<file path="src/rtl/core/mrm_pkg.sv">
// Shared types, codes and the CRC-16 byte step for the Modbus RTU read master.
// No dependencies; mrm_job_fifo, mrm_front, mrm_back and the top module import this package.
package mrm_pkg;

	// input commands
	localparam logic [1:0] CMD_START = 2'd0;
	localparam logic [1:0] CMD_BYTE  = 2'd1;
	localparam logic [1:0] CMD_TICK  = 2'd2;

	// result kinds
	localparam logic [1:0] KIND_REQ_BYTE = 2'd0;
	localparam logic [1:0] KIND_WORD     = 2'd1;
	localparam logic [1:0] KIND_STATUS   = 2'd2;

	// status codes
	localparam logic [1:0] ST_OK        = 2'd0;
	localparam logic [1:0] ST_BAD_COUNT = 2'd1;
	localparam logic [1:0] ST_CRC_ERR   = 2'd2;
	localparam logic [1:0] ST_TIMEOUT   = 2'd3;

	// configuration register indexes
	localparam logic REG_DEVICE_ADDRESS = 1'b0;
	localparam logic REG_TIMEOUT_TICKS  = 1'b1;

	localparam logic [7:0]  FUNC_READ_HOLDING = 8'h03;
	localparam logic [15:0] CRC_INIT          = 16'hFFFF;
	localparam logic [15:0] CRC_POLY          = 16'hA001;
	localparam logic [7:0]  DEV_ADDR_RESET    = 8'd1;
	localparam logic [15:0] TIMEOUT_RESET     = 16'd100;

	typedef enum logic [1:0] {
		JOB_REQ,
		JOB_WORDS,
		JOB_STATUS
	} job_kind_t;

	// work handed from the front to the back through the job queue
	typedef struct packed {
		job_kind_t   kind;
		logic [15:0] addr;
		logic [6:0]  cnt;
		logic [1:0]  status;
	} job_t;

	// CRC-16/MODBUS over one byte, reflected form
	function automatic logic [15:0] crc_byte(input logic [15:0] crc_in, input logic [7:0] b);
		logic [15:0] c;
		c = crc_in ^ {8'h00, b};
		for (int i = 0; i < 8; i++) begin
			if (c[0]) begin
				c = (c >> 1) ^ CRC_POLY;
			end else begin
				c = c >> 1;
			end
		end
		return c;
	endfunction

endpackage

</file>
<file path="src/rtl/core/mrm_if.sv">
// Valid/ready channel interfaces of the Modbus RTU read master:
// command items, result items and configuration writes. No dependencies.
interface mrm_item_if;
	logic        valid;
	logic        ready;
	logic [1:0]  cmd;
	logic [15:0] start_addr;
	logic [6:0]  reg_count;
	logic [7:0]  rx_byte;

	modport source (output valid, cmd, start_addr, reg_count, rx_byte, input ready);
	modport sink (input valid, cmd, start_addr, reg_count, rx_byte, output ready);
endinterface

interface mrm_result_if;
	logic        valid;
	logic        ready;
	logic [1:0]  kind;
	logic [15:0] value;
	logic [1:0]  status;
	logic        last;

	modport source (output valid, kind, value, status, last, input ready);
	modport sink (input valid, kind, value, status, last, output ready);
endinterface

interface mrm_cfg_if;
	logic        valid;
	logic        ready;
	logic        addr;
	logic [15:0] data;

	modport source (output valid, addr, data, input ready);
	modport sink (input valid, addr, data, output ready);
endinterface

</file>
<file path="src/rtl/core/mrm_ram.sv">
// Generic single-write, single-read RAM with registered read data.
// No dependencies.
module mrm_ram #(
	parameter int WIDTH = 16,
	parameter int DEPTH = 16
) (
	input  logic                                  clk,
	input  logic                                  we,
	input  logic [(DEPTH > 1 ? $clog2(DEPTH) : 1)-1:0] wr_addr,
	input  logic [WIDTH-1:0]                      wr_data,
	input  logic [(DEPTH > 1 ? $clog2(DEPTH) : 1)-1:0] rd_addr,
	output logic [WIDTH-1:0]                      rd_data
);

	logic [WIDTH-1:0] mem_q [DEPTH];
	logic [WIDTH-1:0] rd_data_q;

	always_ff @(posedge clk) begin
		if (we) begin
			mem_q[wr_addr] <= wr_data;
		end
		rd_data_q <= mem_q[rd_addr];
	end

	assign rd_data = rd_data_q;

endmodule

</file>
<file path="src/rtl/core/mrm_job_fifo.sv">
// Two-entry job queue between the front and back of the read master.
// Depends on mrm_pkg (job_t).
module mrm_job_fifo import mrm_pkg::*; (
	input  logic clk,
	input  logic arst_n,
	input  logic push,
	input  job_t push_job,
	input  logic pop,
	output job_t pop_job,
	output logic full,
	output logic empty
);

	localparam int DEPTH = 2;

	job_t                     mem_q [DEPTH];
	logic                     wr_ptr_q;
	logic                     rd_ptr_q;
	logic [$clog2(DEPTH):0]   count_q;
	logic                     do_push;
	logic                     do_pop;

	assign full    = (count_q == ($clog2(DEPTH)+1)'(DEPTH));
	assign empty   = (count_q == '0);
	assign do_push = push && !full;
	assign do_pop  = pop && !empty;
	assign pop_job = mem_q[rd_ptr_q];

	always_ff @(posedge clk) begin
		if (do_push) begin
			mem_q[wr_ptr_q] <= push_job;
		end
	end

	always_ff @(posedge clk or negedge arst_n) begin
		if (!arst_n) begin
			wr_ptr_q <= 1'b0;
			rd_ptr_q <= 1'b0;
			count_q  <= '0;
		end else begin
			if (do_push) begin
				wr_ptr_q <= ~wr_ptr_q;
			end
			if (do_pop) begin
				rd_ptr_q <= ~rd_ptr_q;
			end
			case ({do_push, do_pop})
				2'b10:   count_q <= count_q + ($clog2(DEPTH)+1)'(1);
				2'b01:   count_q <= count_q - ($clog2(DEPTH)+1)'(1);
				default: count_q <= count_q;
			endcase
		end
	end

endmodule

</file>
<file path="src/rtl/core/mrm_front.sv">
// Front of the read master: accepts command items, tracks the pending read,
// runs the response CRC, stores register words and queues jobs. Uses mrm_pkg.
module mrm_front import mrm_pkg::*; #(
	parameter int MAX_REGS = 16
) (
	input  logic                                        clk,
	input  logic                                        arst_n,
	mrm_item_if.sink                                    item,
	input  logic [15:0]                                 timeout_ticks,
	input  logic                                        job_full,
	output logic                                        job_push,
	output job_t                                        job,
	input  logic                                        words_done,
	output logic                                        words_busy,
	output logic                                        ram_we,
	output logic [(MAX_REGS > 1 ? $clog2(MAX_REGS) : 1)-1:0] ram_addr,
	output logic [15:0]                                 ram_data
);

	localparam int AW = (MAX_REGS > 1) ? $clog2(MAX_REGS) : 1;

	logic        pending_q;
	logic [7:0]  expected_q;
	logic [7:0]  received_q;
	logic [6:0]  pending_count_q;
	logic [15:0] crc_q;
	logic [15:0] last_two_q;
	logic [15:0] tick_q;
	logic        busy_q;
	logic [7:0]  hi_q;

	logic        accept;
	logic        bad_count;
	logic [7:0]  data_idx;
	logic        in_data;
	logic        crc_en;
	logic        frame_done;
	logic [15:0] crc_got;
	logic [15:0] tick_next;
	logic        timed_out;

	assign item.ready = !job_full && !busy_q;
	assign accept     = item.valid && item.ready;
	assign words_busy = busy_q;

	assign bad_count  = (item.reg_count == 7'd0) || (item.reg_count > 7'(MAX_REGS));
	assign data_idx   = received_q - 8'd3;
	assign in_data    = (received_q >= 8'd3) &&
	                    (received_q < 8'd3 + {pending_count_q, 1'b0});
	assign crc_en     = (received_q + 8'd2) < expected_q;
	assign frame_done = (received_q + 8'd1) >= expected_q;
	// transmitted CRC is low byte first
	assign crc_got    = {item.rx_byte, last_two_q[7:0]};
	assign tick_next  = (tick_q != 16'hFFFF) ? tick_q + 16'd1 : tick_q;
	assign timed_out  = tick_next >= timeout_ticks;

	assign ram_addr = data_idx[AW:1];
	assign ram_data = {hi_q, item.rx_byte};

	always_comb begin
		job_push   = 1'b0;
		job.kind   = JOB_STATUS;
		job.addr   = item.start_addr;
		job.cnt    = item.reg_count;
		job.status = ST_OK;
		ram_we     = 1'b0;
		if (accept) begin
			case (item.cmd)
				CMD_START: begin
					job_push = 1'b1;
					if (bad_count) begin
						job.status = ST_BAD_COUNT;
					end else begin
						job.kind = JOB_REQ;
					end
				end
				CMD_BYTE: begin
					if (pending_q) begin
						ram_we = in_data && data_idx[0];
						if (frame_done) begin
							job_push = 1'b1;
							job.cnt  = pending_count_q;
							if (crc_got == crc_q) begin
								job.kind = JOB_WORDS;
							end else begin
								job.status = ST_CRC_ERR;
							end
						end
					end
				end
				CMD_TICK: begin
					if (pending_q && timed_out) begin
						job_push   = 1'b1;
						job.status = ST_TIMEOUT;
					end
				end
				default: begin
				end
			endcase
		end
	end

	always_ff @(posedge clk) begin
		if (accept && item.cmd == CMD_BYTE && pending_q && in_data && !data_idx[0]) begin
			hi_q <= item.rx_byte;
		end
	end

	always_ff @(posedge clk or negedge arst_n) begin
		if (!arst_n) begin
			pending_q       <= 1'b0;
			expected_q      <= '0;
			received_q      <= '0;
			pending_count_q <= '0;
			crc_q           <= CRC_INIT;
			last_two_q      <= '0;
			tick_q          <= '0;
			busy_q          <= 1'b0;
		end else begin
			if (job_push && job.kind == JOB_WORDS) begin
				busy_q <= 1'b1;
			end else if (words_done) begin
				busy_q <= 1'b0;
			end
			if (accept) begin
				case (item.cmd)
					CMD_START: begin
						if (!bad_count) begin
							pending_q       <= 1'b1;
							pending_count_q <= item.reg_count;
							expected_q      <= 8'd5 + {item.reg_count, 1'b0};
							received_q      <= '0;
							crc_q           <= CRC_INIT;
							last_two_q      <= '0;
							tick_q          <= '0;
						end
					end
					CMD_BYTE: begin
						if (pending_q) begin
							if (crc_en) begin
								crc_q <= crc_byte(crc_q, item.rx_byte);
							end
							last_two_q <= {last_two_q[7:0], item.rx_byte};
							received_q <= received_q + 8'd1;
							if (frame_done) begin
								pending_q <= 1'b0;
							end
						end
					end
					CMD_TICK: begin
						if (pending_q) begin
							tick_q <= tick_next;
							if (timed_out) begin
								pending_q <= 1'b0;
							end
						end
					end
					default: begin
					end
				endcase
			end
		end
	end

endmodule

</file>
<file path="src/rtl/core/mrm_back.sv">
// Back of the read master: pops jobs and drives the result register with
// request bytes (CRC built on the fly), stored words or a status. Uses mrm_pkg.
module mrm_back import mrm_pkg::*; #(
	parameter int MAX_REGS = 16
) (
	input  logic                                        clk,
	input  logic                                        arst_n,
	input  logic                                        job_valid,
	input  job_t                                        job,
	output logic                                        job_pop,
	input  logic [7:0]                                  device_address,
	output logic [(MAX_REGS > 1 ? $clog2(MAX_REGS) : 1)-1:0] rd_addr,
	input  logic [15:0]                                 rd_data,
	output logic                                        words_done,
	mrm_result_if.source                                result
);

	localparam int AW = (MAX_REGS > 1) ? $clog2(MAX_REGS) : 1;

	typedef enum logic [2:0] {
		B_IDLE,
		B_REQ,
		B_WRD,
		B_WLD,
		B_STAT
	} state_t;

	state_t      state_q;
	job_t        job_q;
	logic [6:0]  idx_q;
	logic [15:0] crc_q;
	logic        out_valid_q;
	logic [1:0]  kind_q;
	logic [15:0] value_q;
	logic [1:0]  status_q;
	logic        last_q;

	logic        can_load;
	logic [7:0]  req_byte;
	logic        last_word;

	assign can_load   = !out_valid_q || result.ready;
	assign job_pop    = (state_q == B_IDLE) && job_valid;
	assign rd_addr    = idx_q[AW-1:0];
	assign last_word  = (idx_q == job_q.cnt - 7'd1);
	assign words_done = (state_q == B_WLD) && can_load && last_word;

	assign result.valid  = out_valid_q;
	assign result.kind   = kind_q;
	assign result.value  = value_q;
	assign result.status = status_q;
	assign result.last   = last_q;

	always_comb begin
		case (idx_q[2:0])
			3'd0:    req_byte = device_address;
			3'd1:    req_byte = FUNC_READ_HOLDING;
			3'd2:    req_byte = job_q.addr[15:8];
			3'd3:    req_byte = job_q.addr[7:0];
			3'd4:    req_byte = 8'h00;
			3'd5:    req_byte = {1'b0, job_q.cnt};
			3'd6:    req_byte = crc_q[7:0];
			default: req_byte = crc_q[15:8];
		endcase
	end

	always_ff @(posedge clk or negedge arst_n) begin
		if (!arst_n) begin
			state_q     <= B_IDLE;
			out_valid_q <= 1'b0;
			job_q       <= '0;
			idx_q       <= '0;
			crc_q       <= CRC_INIT;
			kind_q      <= KIND_STATUS;
			value_q     <= '0;
			status_q    <= ST_OK;
			last_q      <= 1'b0;
		end else begin
			// drop the result once transferred; a new load below overrides
			if (result.ready) begin
				out_valid_q <= 1'b0;
			end
			case (state_q)
				B_IDLE: begin
					if (job_valid) begin
						job_q <= job;
						idx_q <= '0;
						crc_q <= CRC_INIT;
						case (job.kind)
							JOB_REQ:   state_q <= B_REQ;
							JOB_WORDS: state_q <= B_WRD;
							default:   state_q <= B_STAT;
						endcase
					end
				end
				B_REQ: begin
					if (can_load) begin
						out_valid_q <= 1'b1;
						kind_q      <= KIND_REQ_BYTE;
						value_q     <= {8'h00, req_byte};
						status_q    <= ST_OK;
						last_q      <= (idx_q == 7'd7);
						if (idx_q < 7'd6) begin
							crc_q <= crc_byte(crc_q, req_byte);
						end
						if (idx_q == 7'd7) begin
							state_q <= B_IDLE;
						end else begin
							idx_q <= idx_q + 7'd1;
						end
					end
				end
				B_WRD: begin
					// wait here for the registered read
					state_q <= B_WLD;
				end
				B_WLD: begin
					if (can_load) begin
						out_valid_q <= 1'b1;
						kind_q      <= KIND_WORD;
						value_q     <= rd_data;
						status_q    <= ST_OK;
						last_q      <= last_word;
						if (last_word) begin
							state_q <= B_IDLE;
						end else begin
							idx_q   <= idx_q + 7'd1;
							state_q <= B_WRD;
						end
					end
				end
				B_STAT: begin
					if (can_load) begin
						out_valid_q <= 1'b1;
						kind_q      <= KIND_STATUS;
						value_q     <= '0;
						status_q    <= job_q.status;
						last_q      <= 1'b1;
						state_q     <= B_IDLE;
					end
				end
				default: begin
					state_q <= B_IDLE;
				end
			endcase
		end
	end

endmodule

</file>
<file path="src/rtl/core/modbus_rtu_read_master.sv">
// Modbus RTU read-holding-registers master: configuration registers, front,
// job queue, word store and back. Uses mrm_pkg, mrm_if and the rtl/core modules.
//
// Channels: item (cmd 0 start read, 1 received line byte, 2 timer tick),
// result (request bytes, register words or a status, last on the final one
// per item) and cfg (register 0 device address, register 1 timeout ticks).
// An item is transferred when valid and ready are high at a clock edge; cfg
// is always ready. A start gives eight request byte results, one per cycle
// unless the result stalls, after the job queue and the back's idle state, or
// a bad count status. A frame's last byte yields words (one store read and one
// load each) or one CRC error status. Items are taken one per cycle while the
// two-entry job queue has room; no item is taken while stored words are still
// being read out. A stalled result holds in the output register, the queue
// fills and item ready drops. Reset sets the device address to 1 and the
// timeout to 100 ticks and leaves no read pending; the word store is not
// cleared, since every word read out was written by the current response.
module modbus_rtu_read_master import mrm_pkg::*; #(
	parameter int MAX_REGS = 16
) (
	input  logic          clk,
	input  logic          arst_n,
	mrm_item_if.sink      item,
	mrm_result_if.source  result,
	mrm_cfg_if.sink       cfg
);

	localparam int AW = (MAX_REGS > 1) ? $clog2(MAX_REGS) : 1;

	logic [7:0]    device_address_q;
	logic [15:0]   timeout_ticks_q;

	logic          job_push;
	job_t          push_job;
	logic          job_pop;
	job_t          pop_job;
	logic          job_full;
	logic          job_empty;
	logic          words_done;
	logic          words_busy;
	logic          ram_we;
	logic [AW-1:0] ram_wr_addr;
	logic [15:0]   ram_wr_data;
	logic [AW-1:0] ram_rd_addr;
	logic [15:0]   ram_rd_data;

	assign cfg.ready = 1'b1;

	always_ff @(posedge clk or negedge arst_n) begin
		if (!arst_n) begin
			device_address_q <= DEV_ADDR_RESET;
			timeout_ticks_q  <= TIMEOUT_RESET;
		end else if (cfg.valid) begin
			case (cfg.addr)
				REG_DEVICE_ADDRESS: device_address_q <= cfg.data[7:0];
				REG_TIMEOUT_TICKS:  timeout_ticks_q  <= cfg.data;
				default: begin
				end
			endcase
		end
	end

	mrm_front #(.MAX_REGS(MAX_REGS)) u_front (
		.clk           (clk),
		.arst_n        (arst_n),
		.item          (item),
		.timeout_ticks (timeout_ticks_q),
		.job_full      (job_full),
		.job_push      (job_push),
		.job           (push_job),
		.words_done    (words_done),
		.words_busy    (words_busy),
		.ram_we        (ram_we),
		.ram_addr      (ram_wr_addr),
		.ram_data      (ram_wr_data)
	);

	mrm_job_fifo u_fifo (
		.clk      (clk),
		.arst_n   (arst_n),
		.push     (job_push),
		.push_job (push_job),
		.pop      (job_pop),
		.pop_job  (pop_job),
		.full     (job_full),
		.empty    (job_empty)
	);

	mrm_ram #(.WIDTH(16), .DEPTH(MAX_REGS)) u_word_store (
		.clk     (clk),
		.we      (ram_we),
		.wr_addr (ram_wr_addr),
		.wr_data (ram_wr_data),
		.rd_addr (ram_rd_addr),
		.rd_data (ram_rd_data)
	);

	mrm_back #(.MAX_REGS(MAX_REGS)) u_back (
		.clk            (clk),
		.arst_n         (arst_n),
		.job_valid      (!job_empty),
		.job            (pop_job),
		.job_pop        (job_pop),
		.device_address (device_address_q),
		.rd_addr        (ram_rd_addr),
		.rd_data        (ram_rd_data),
		.words_done     (words_done),
		.result         (result)
	);

	a_store_quiet_during_readout: assert property (@(posedge clk) disable iff (!arst_n)
		ram_we |-> !words_busy)
		else $error("word store written while words are read out");

	a_status_is_last: assert property (@(posedge clk) disable iff (!arst_n)
		result.valid && result.kind == KIND_STATUS |-> result.last && result.value == 16'd0)
		else $error("status result not last or carries a value");

	a_word_status_ok: assert property (@(posedge clk) disable iff (!arst_n)
		result.valid && (result.kind == KIND_WORD || result.kind == KIND_REQ_BYTE)
		|-> result.status == ST_OK)
		else $error("data result carries a nonzero status");

	a_busy_clears: assert property (@(posedge clk) disable iff (!arst_n)
		words_done |=> !words_busy)
		else $error("readout busy not cleared after last word");

endmodule
</file>
<file path="src/flat_wrapper.sv">
// flat-port wrapper written by rule: the top's interface ports become plain ports
module modbus_rtu_read_master_flat import mrm_pkg::*;
#(
	parameter int MAX_REGS = 16
)
  (clk, arst_n, item_valid, item_cmd, item_start_addr, item_reg_count, item_rx_byte, item_ready, result_valid, result_kind, result_value, result_status, result_last, result_ready, cfg_valid, cfg_addr, cfg_data, cfg_ready);
  mrm_item_if item_i ();
  mrm_result_if result_i ();
  mrm_cfg_if cfg_i ();
  input  logic clk;
  input  logic arst_n;
  input wire logic [$bits(item_i.valid)-1:0] item_valid;
  input wire logic [$bits(item_i.cmd)-1:0] item_cmd;
  input wire logic [$bits(item_i.start_addr)-1:0] item_start_addr;
  input wire logic [$bits(item_i.reg_count)-1:0] item_reg_count;
  input wire logic [$bits(item_i.rx_byte)-1:0] item_rx_byte;
  output wire logic [$bits(item_i.ready)-1:0] item_ready;
  output wire logic [$bits(result_i.valid)-1:0] result_valid;
  output wire logic [$bits(result_i.kind)-1:0] result_kind;
  output wire logic [$bits(result_i.value)-1:0] result_value;
  output wire logic [$bits(result_i.status)-1:0] result_status;
  output wire logic [$bits(result_i.last)-1:0] result_last;
  input wire logic [$bits(result_i.ready)-1:0] result_ready;
  input wire logic [$bits(cfg_i.valid)-1:0] cfg_valid;
  input wire logic [$bits(cfg_i.addr)-1:0] cfg_addr;
  input wire logic [$bits(cfg_i.data)-1:0] cfg_data;
  output wire logic [$bits(cfg_i.ready)-1:0] cfg_ready;
  assign item_i.valid = item_valid;
  assign item_i.cmd = item_cmd;
  assign item_i.start_addr = item_start_addr;
  assign item_i.reg_count = item_reg_count;
  assign item_i.rx_byte = item_rx_byte;
  assign item_ready = item_i.ready;
  assign result_valid = result_i.valid;
  assign result_kind = result_i.kind;
  assign result_value = result_i.value;
  assign result_status = result_i.status;
  assign result_last = result_i.last;
  assign result_i.ready = result_ready;
  assign cfg_i.valid = cfg_valid;
  assign cfg_i.addr = cfg_addr;
  assign cfg_i.data = cfg_data;
  assign cfg_ready = cfg_i.ready;
  modbus_rtu_read_master #(.MAX_REGS(MAX_REGS)) u_core (.clk(clk), .arst_n(arst_n), .item(item_i), .result(result_i), .cfg(cfg_i));
endmodule
</file>
<file path="config.mk">
export PLATFORM = sky130hd
export DESIGN_NAME = modbus_rtu_read_master_flat
export DESIGN_NICKNAME = d
export VERILOG_FILES = /design/src/rtl/core/mrm_pkg.sv /design/src/rtl/core/mrm_if.sv /design/src/rtl/core/mrm_ram.sv /design/src/rtl/core/mrm_job_fifo.sv /design/src/rtl/core/mrm_front.sv /design/src/rtl/core/mrm_back.sv /design/src/rtl/core/modbus_rtu_read_master.sv /design/src/flat_wrapper.sv
export SDC_FILE = /design/constraint.sdc
export NUM_CORES = 1
export LEC_CHECK = 0
export BUFFER_PORTS_ARGS = -buffer_cell sky130_fd_sc_hd__clkbuf_2
export CORE_ASPECT_RATIO = 0.8
export CORE_MARGIN = 4
export CORE_UTILIZATION = 35
export DETAILED_ROUTE_END_ITERATION = 10
export PLACE_DENSITY_LB_ADDON = 0.08
export SYNTH_ARGS = -nofsm -noshare
export SYNTH_HDL_FRONTEND = slang
export SYNTH_SLANG_ARGS = --single-unit
</file>
<file path="constraint.sdc">
create_clock -name clk -period 6.5 [get_ports clk]
set_input_delay 0.65 -clock clk [delete_from_list [all_inputs] [get_ports clk]]
set_output_delay 0.65 -clock clk [all_outputs]
set_load 0.05 [all_outputs]
</file>
==> run_results.csv <==
group,metric,value,unit
drt,drt-initial-drc-count,977,
pwr,power_density,419,nW/um^2
floorplan,die_w,288,um
clock_tree,cts_setup_buffers,0,
floorplan,ios,79,
sta,period_needed,4.95,ns
cells_and_area,fillers,5661,
global_routing,grt_max_degree,90,
synthesis,ys_warn_count,0,
critical_path,crit_type,"reg -> reg",
synthesis,synth_area_per_cell,14.8,um^2
critical_path,cpPeakStageDelay,0.74,ns
outcome,status,"finished clean",
synthesis,synthArstFlopShare,0.331,
floorplan,core_area,61500,um^2
floorplan,die-area,66700,um^2
clock_tree,cts_buffers,53,
global_routing,grtUsageTotal,0.162,
drt,num_vias,12400,
cells_and_area,multi_input_area,7510,um^2
global_routing,antenna_found_initial,1,
cells_and_area,layout-drive-gt1-share,0.246,
clock_tree,cts_tree,"done",
sta,report.final.slew_viol_count,0,
worst_hold_path,hold_path.class,"in -> async",
sta,finClkSkew,0.0178,ns
sta,worst_pin_slew,1.20,ns
clock_tree,htreeDepth,2,
clock_tree,ctsLongestPathBuffers,3,
critical_path,critPathSlowestCell,"o21ai_0",
floorplan,die_h,232,um
clock_tree,clk_pin_slew,0.06,ns
synthesis,synth_ff_type,"edfxtp_1",
sta,clock.fmax,0.202,GHz
synthesis,syn_nets,1592,
critical_path,cp.arrival,5.20,ns
drt,finalWirelength,53800,um
synthesis,seq_area_frac_synth,0.641,
synthesis,ys_seq_elements,499,
drt,final_antenna_net_count,0,
global_routing,overflow,0,
sta,timing_hold_violations_final,0,
critical_path,start_kind,"register",
sta,grt_setup_unrepaired,"no",
critical_path,crit_chain,"and3_1, and3_1, nand3_1, or3_1, xnor2_1, ha_1, nand2b_1, a21oi_1, o21ai_0, a21o_1, a21oi_1, o311a_1, o21ai_0, nor2b_1, o311a_1, buf_4",
cells_and_area,nets,1674,
synthesis,synthCells,1481,
sta,setup-violations-final,0,
floorplan,start_util,0.356,
synthesis,netlist_area,21900,um^2
drt,drt_pass1_iterations,6,
sta,finalCritPeriodShare,0.761,
clock_tree,clkLatencyLatePin,0.60,ns
drt,avgRoutedWirePerCell,22.0,um
placed_design,port_buffers,77,
cells_and_area,fin_util,0.408,
critical_path,cp.required,6.75,ns
cells_and_area,seqCellArea,14100,um^2
run,maxCapViolCount,0,
synthesis,synth_edf_count,318,
sta,tns,0,ns
pwr,cellLeakagePower,9.23,nW
critical_path,r2r_cells,16,
cells_and_area,area_growth,14.5,%
placed_design,dp_hpwl,33900,um
global_routing,grt_pass1_wl,81300,um
pwr,ir_worst_vdd,313,uV
critical_path,cp-end-kind,"register",
clock_tree,cts.hold.buffers_added,0,
clock_tree,post_cts_resized,0,
critical_path,path_max_fanout,27,
sta,slew_headroom,0.201,
placed_design,gp_congestion,0.758,
clock_tree,root_buffer,"clkbuf_16",
clock_tree,clock-sinks,499,
global_routing,grt_pass1_vias,12600,
drt,viasPerCell,5.10,
floorplan,rows,81,
drt,drc,0,
synthesis,synth_cell_types,66,
==> final timing paths <==
kind                                                              from                                        end  slack [ns]
worst min register to register  u_core.u_word_store.rd_data[8]$_DFF_P_  u_core.u_back.result.value[8]$_DFFE_PN0P_        0.45
max in group asynchronous                                       arst_n   u_core.u_back.result.kind[1]$_DFFE_PN1P_        5.21
worst min-delay path                                            arst_n     u_core.timeout_ticks_q[15]$_DFFE_PN0P_        0.12
min in group clk                                    item_start_addr[2]       u_core.u_fifo.mem_q[1][11]$_DFFE_PP_        0.25
worst max register to register    u_core.u_front.tick_q[3]$_DFFE_PN0P_       u_core.u_fifo.mem_q[0][18]$_DFFE_PP_        1.55
worst max-delay path              u_core.u_front.tick_q[3]$_DFFE_PN0P_       u_core.u_fifo.mem_q[0][18]$_DFFE_PP_        1.55
==> final cells by class <==
type	instances	share of cell area
inverters	43	0.00644
well taps	830	0.0414
flip-flops and latches	499	0.560
diodes	2	0.000200
clock buffers	76	0.0604
multi-input cells	866	0.300
clock inverters	24	0.00933
repair buffers	100	0.0225
==> synthesized netlist by cell type, types with 3 or more instances <==
library cell | instances | area share
a21o_1 | 12 | 0.0041
a21oi_1 | 45 | 0.010
a221oi_1 | 3 | 0.0012
a222oi_1 | 8 | 0.0037
a22o_1 | 26 | 0.010
a22oi_1 | 3 | 0.0010
a311oi_1 | 5 | 0.0020
a31oi_1 | 5 | 0.0014
a41o_1 | 4 | 0.0018
and2_1 | 13 | 0.0037
and3_1 | 13 | 0.0037
buf_1 | 9 | 0.0015
buf_2 | 3 | 0.00068
clkbuf_1 | 58 | 0.0099
dfrtp_1 | 128 | 0.15
dfstp_2 | 37 | 0.044
dfxtp_1 | 16 | 0.015
edfxtp_1 | 318 | 0.44
ha_1 | 55 | 0.031
inv_1 | 42 | 0.0072
mux2_2 | 54 | 0.028
mux2i_1 | 35 | 0.016
mux4_2 | 80 | 0.082
nand2_1 | 100 | 0.017
nand2b_1 | 16 | 0.0046
nand3_1 | 26 | 0.0059
nand4_1 | 14 | 0.0040
nor2_1 | 79 | 0.014
nor2b_1 | 15 | 0.0043
nor3_1 | 11 | 0.0025
nor4_1 | 5 | 0.0014
o21a_1 | 13 | 0.0045
o21ai_0 | 66 | 0.015
o311a_1 | 3 | 0.0014
o31ai_1 | 11 | 0.0038
or2_2 | 5 | 0.0014
or3_1 | 5 | 0.0014
xnor2_1 | 73 | 0.029
xnor2_2 | 3 | 0.0022
xor2_1 | 30 | 0.012
==> cell families after synthesis <==
logic type,after synthesis,share of synthesized area
flops,499,0.641
fa+ha+maj,56,0.0323
other cells,1,0.000171
mux,171,0.127
compound gates,221,0.0674
xor+xnor,107,0.0445
simple gates,310,0.0666
buf+inv,116,0.0209
==> placed cells by master, fill, tap and decap left out, drive strengths merged, types with 45 or more instances in the layout <==
cell type	instances
mux2	54
inv	45
mux4	80
clkbuf	152
dfrtp	128
xnor2	76
ha	55
nor2	80
nand2	100
a21oi	45
o21ai	68
edfxtp	318
==> worst max-delay path, delay by kind of cell (launching register included) <==
| family | cells | cell delay [ns] |
|---|---|---|
| adders and majority gates | 1 | 0.28 |
| buffers and inverters | 1 | 0.34 |
| xor gates and xnor gates | 1 | 0.18 |
| and+or+nand+nor | 6 | 1.62 |
| AOI/OAI and AO/OA | 7 | 1.71 |
| DFF | 1 | 0.43 |
==> metal layers <==
layer,wire length (um),GRT usage,vias to the layer above
met2,23200,0.237,273
met5,0,0,-
met3,2530,0.0277,66
met1,27200,0.251,6354
li1,-,-,5743
met4,866,0.0360,0
==> state kept, by name, indices dropped and copies added, names as in the netlist, 16 cells and up <==
name and cells:
u_core.timeout_ticks_q 16, u_core.u_back.crc_q 16, u_core.u_back.job_q 25, u_core.u_back.result.value 16
u_core.u_fifo.mem_q 54, u_core.u_front.crc_q 16, u_core.u_front.tick_q 16, u_core.u_word_store.mem_q 256
u_core.u_word_store.rd_data 16
==> power by group <==
group	internal [mW]	switching (mW)	total (mW)
Sequential	3.80	0.430	4.23
Clock	1.75	1.28	3.03
Combinational	1.46	1.80	3.26
Total	7.01	3.51	10.5
==> per-stage QoR <==
| stage | cells | instance area (um^2) | power (mW) | hold WS [ns] | setup WS [ns] |
|---|---|---|---|---|---|
| after floorplan | 1481 | 21900 | 6.68 | 0.354 | 2.10 |
| after global placement | 2338 | 23300 | 7.57 | 0.437 | 1.67 |
| after detailed placement | 2338 | 23300 | 7.58 | 0.441 | 1.54 |
| after CTS | 2438 | 25100 | 10.7 | 0.150 | 1.49 |
| after global routing | 2438 | 25100 | 11.1 | 0.177 | 1.18 |
| final | 2440 | 25100 | 10.5 | 0.120 | 1.55 |
Power figures use the tool's default switching activity.
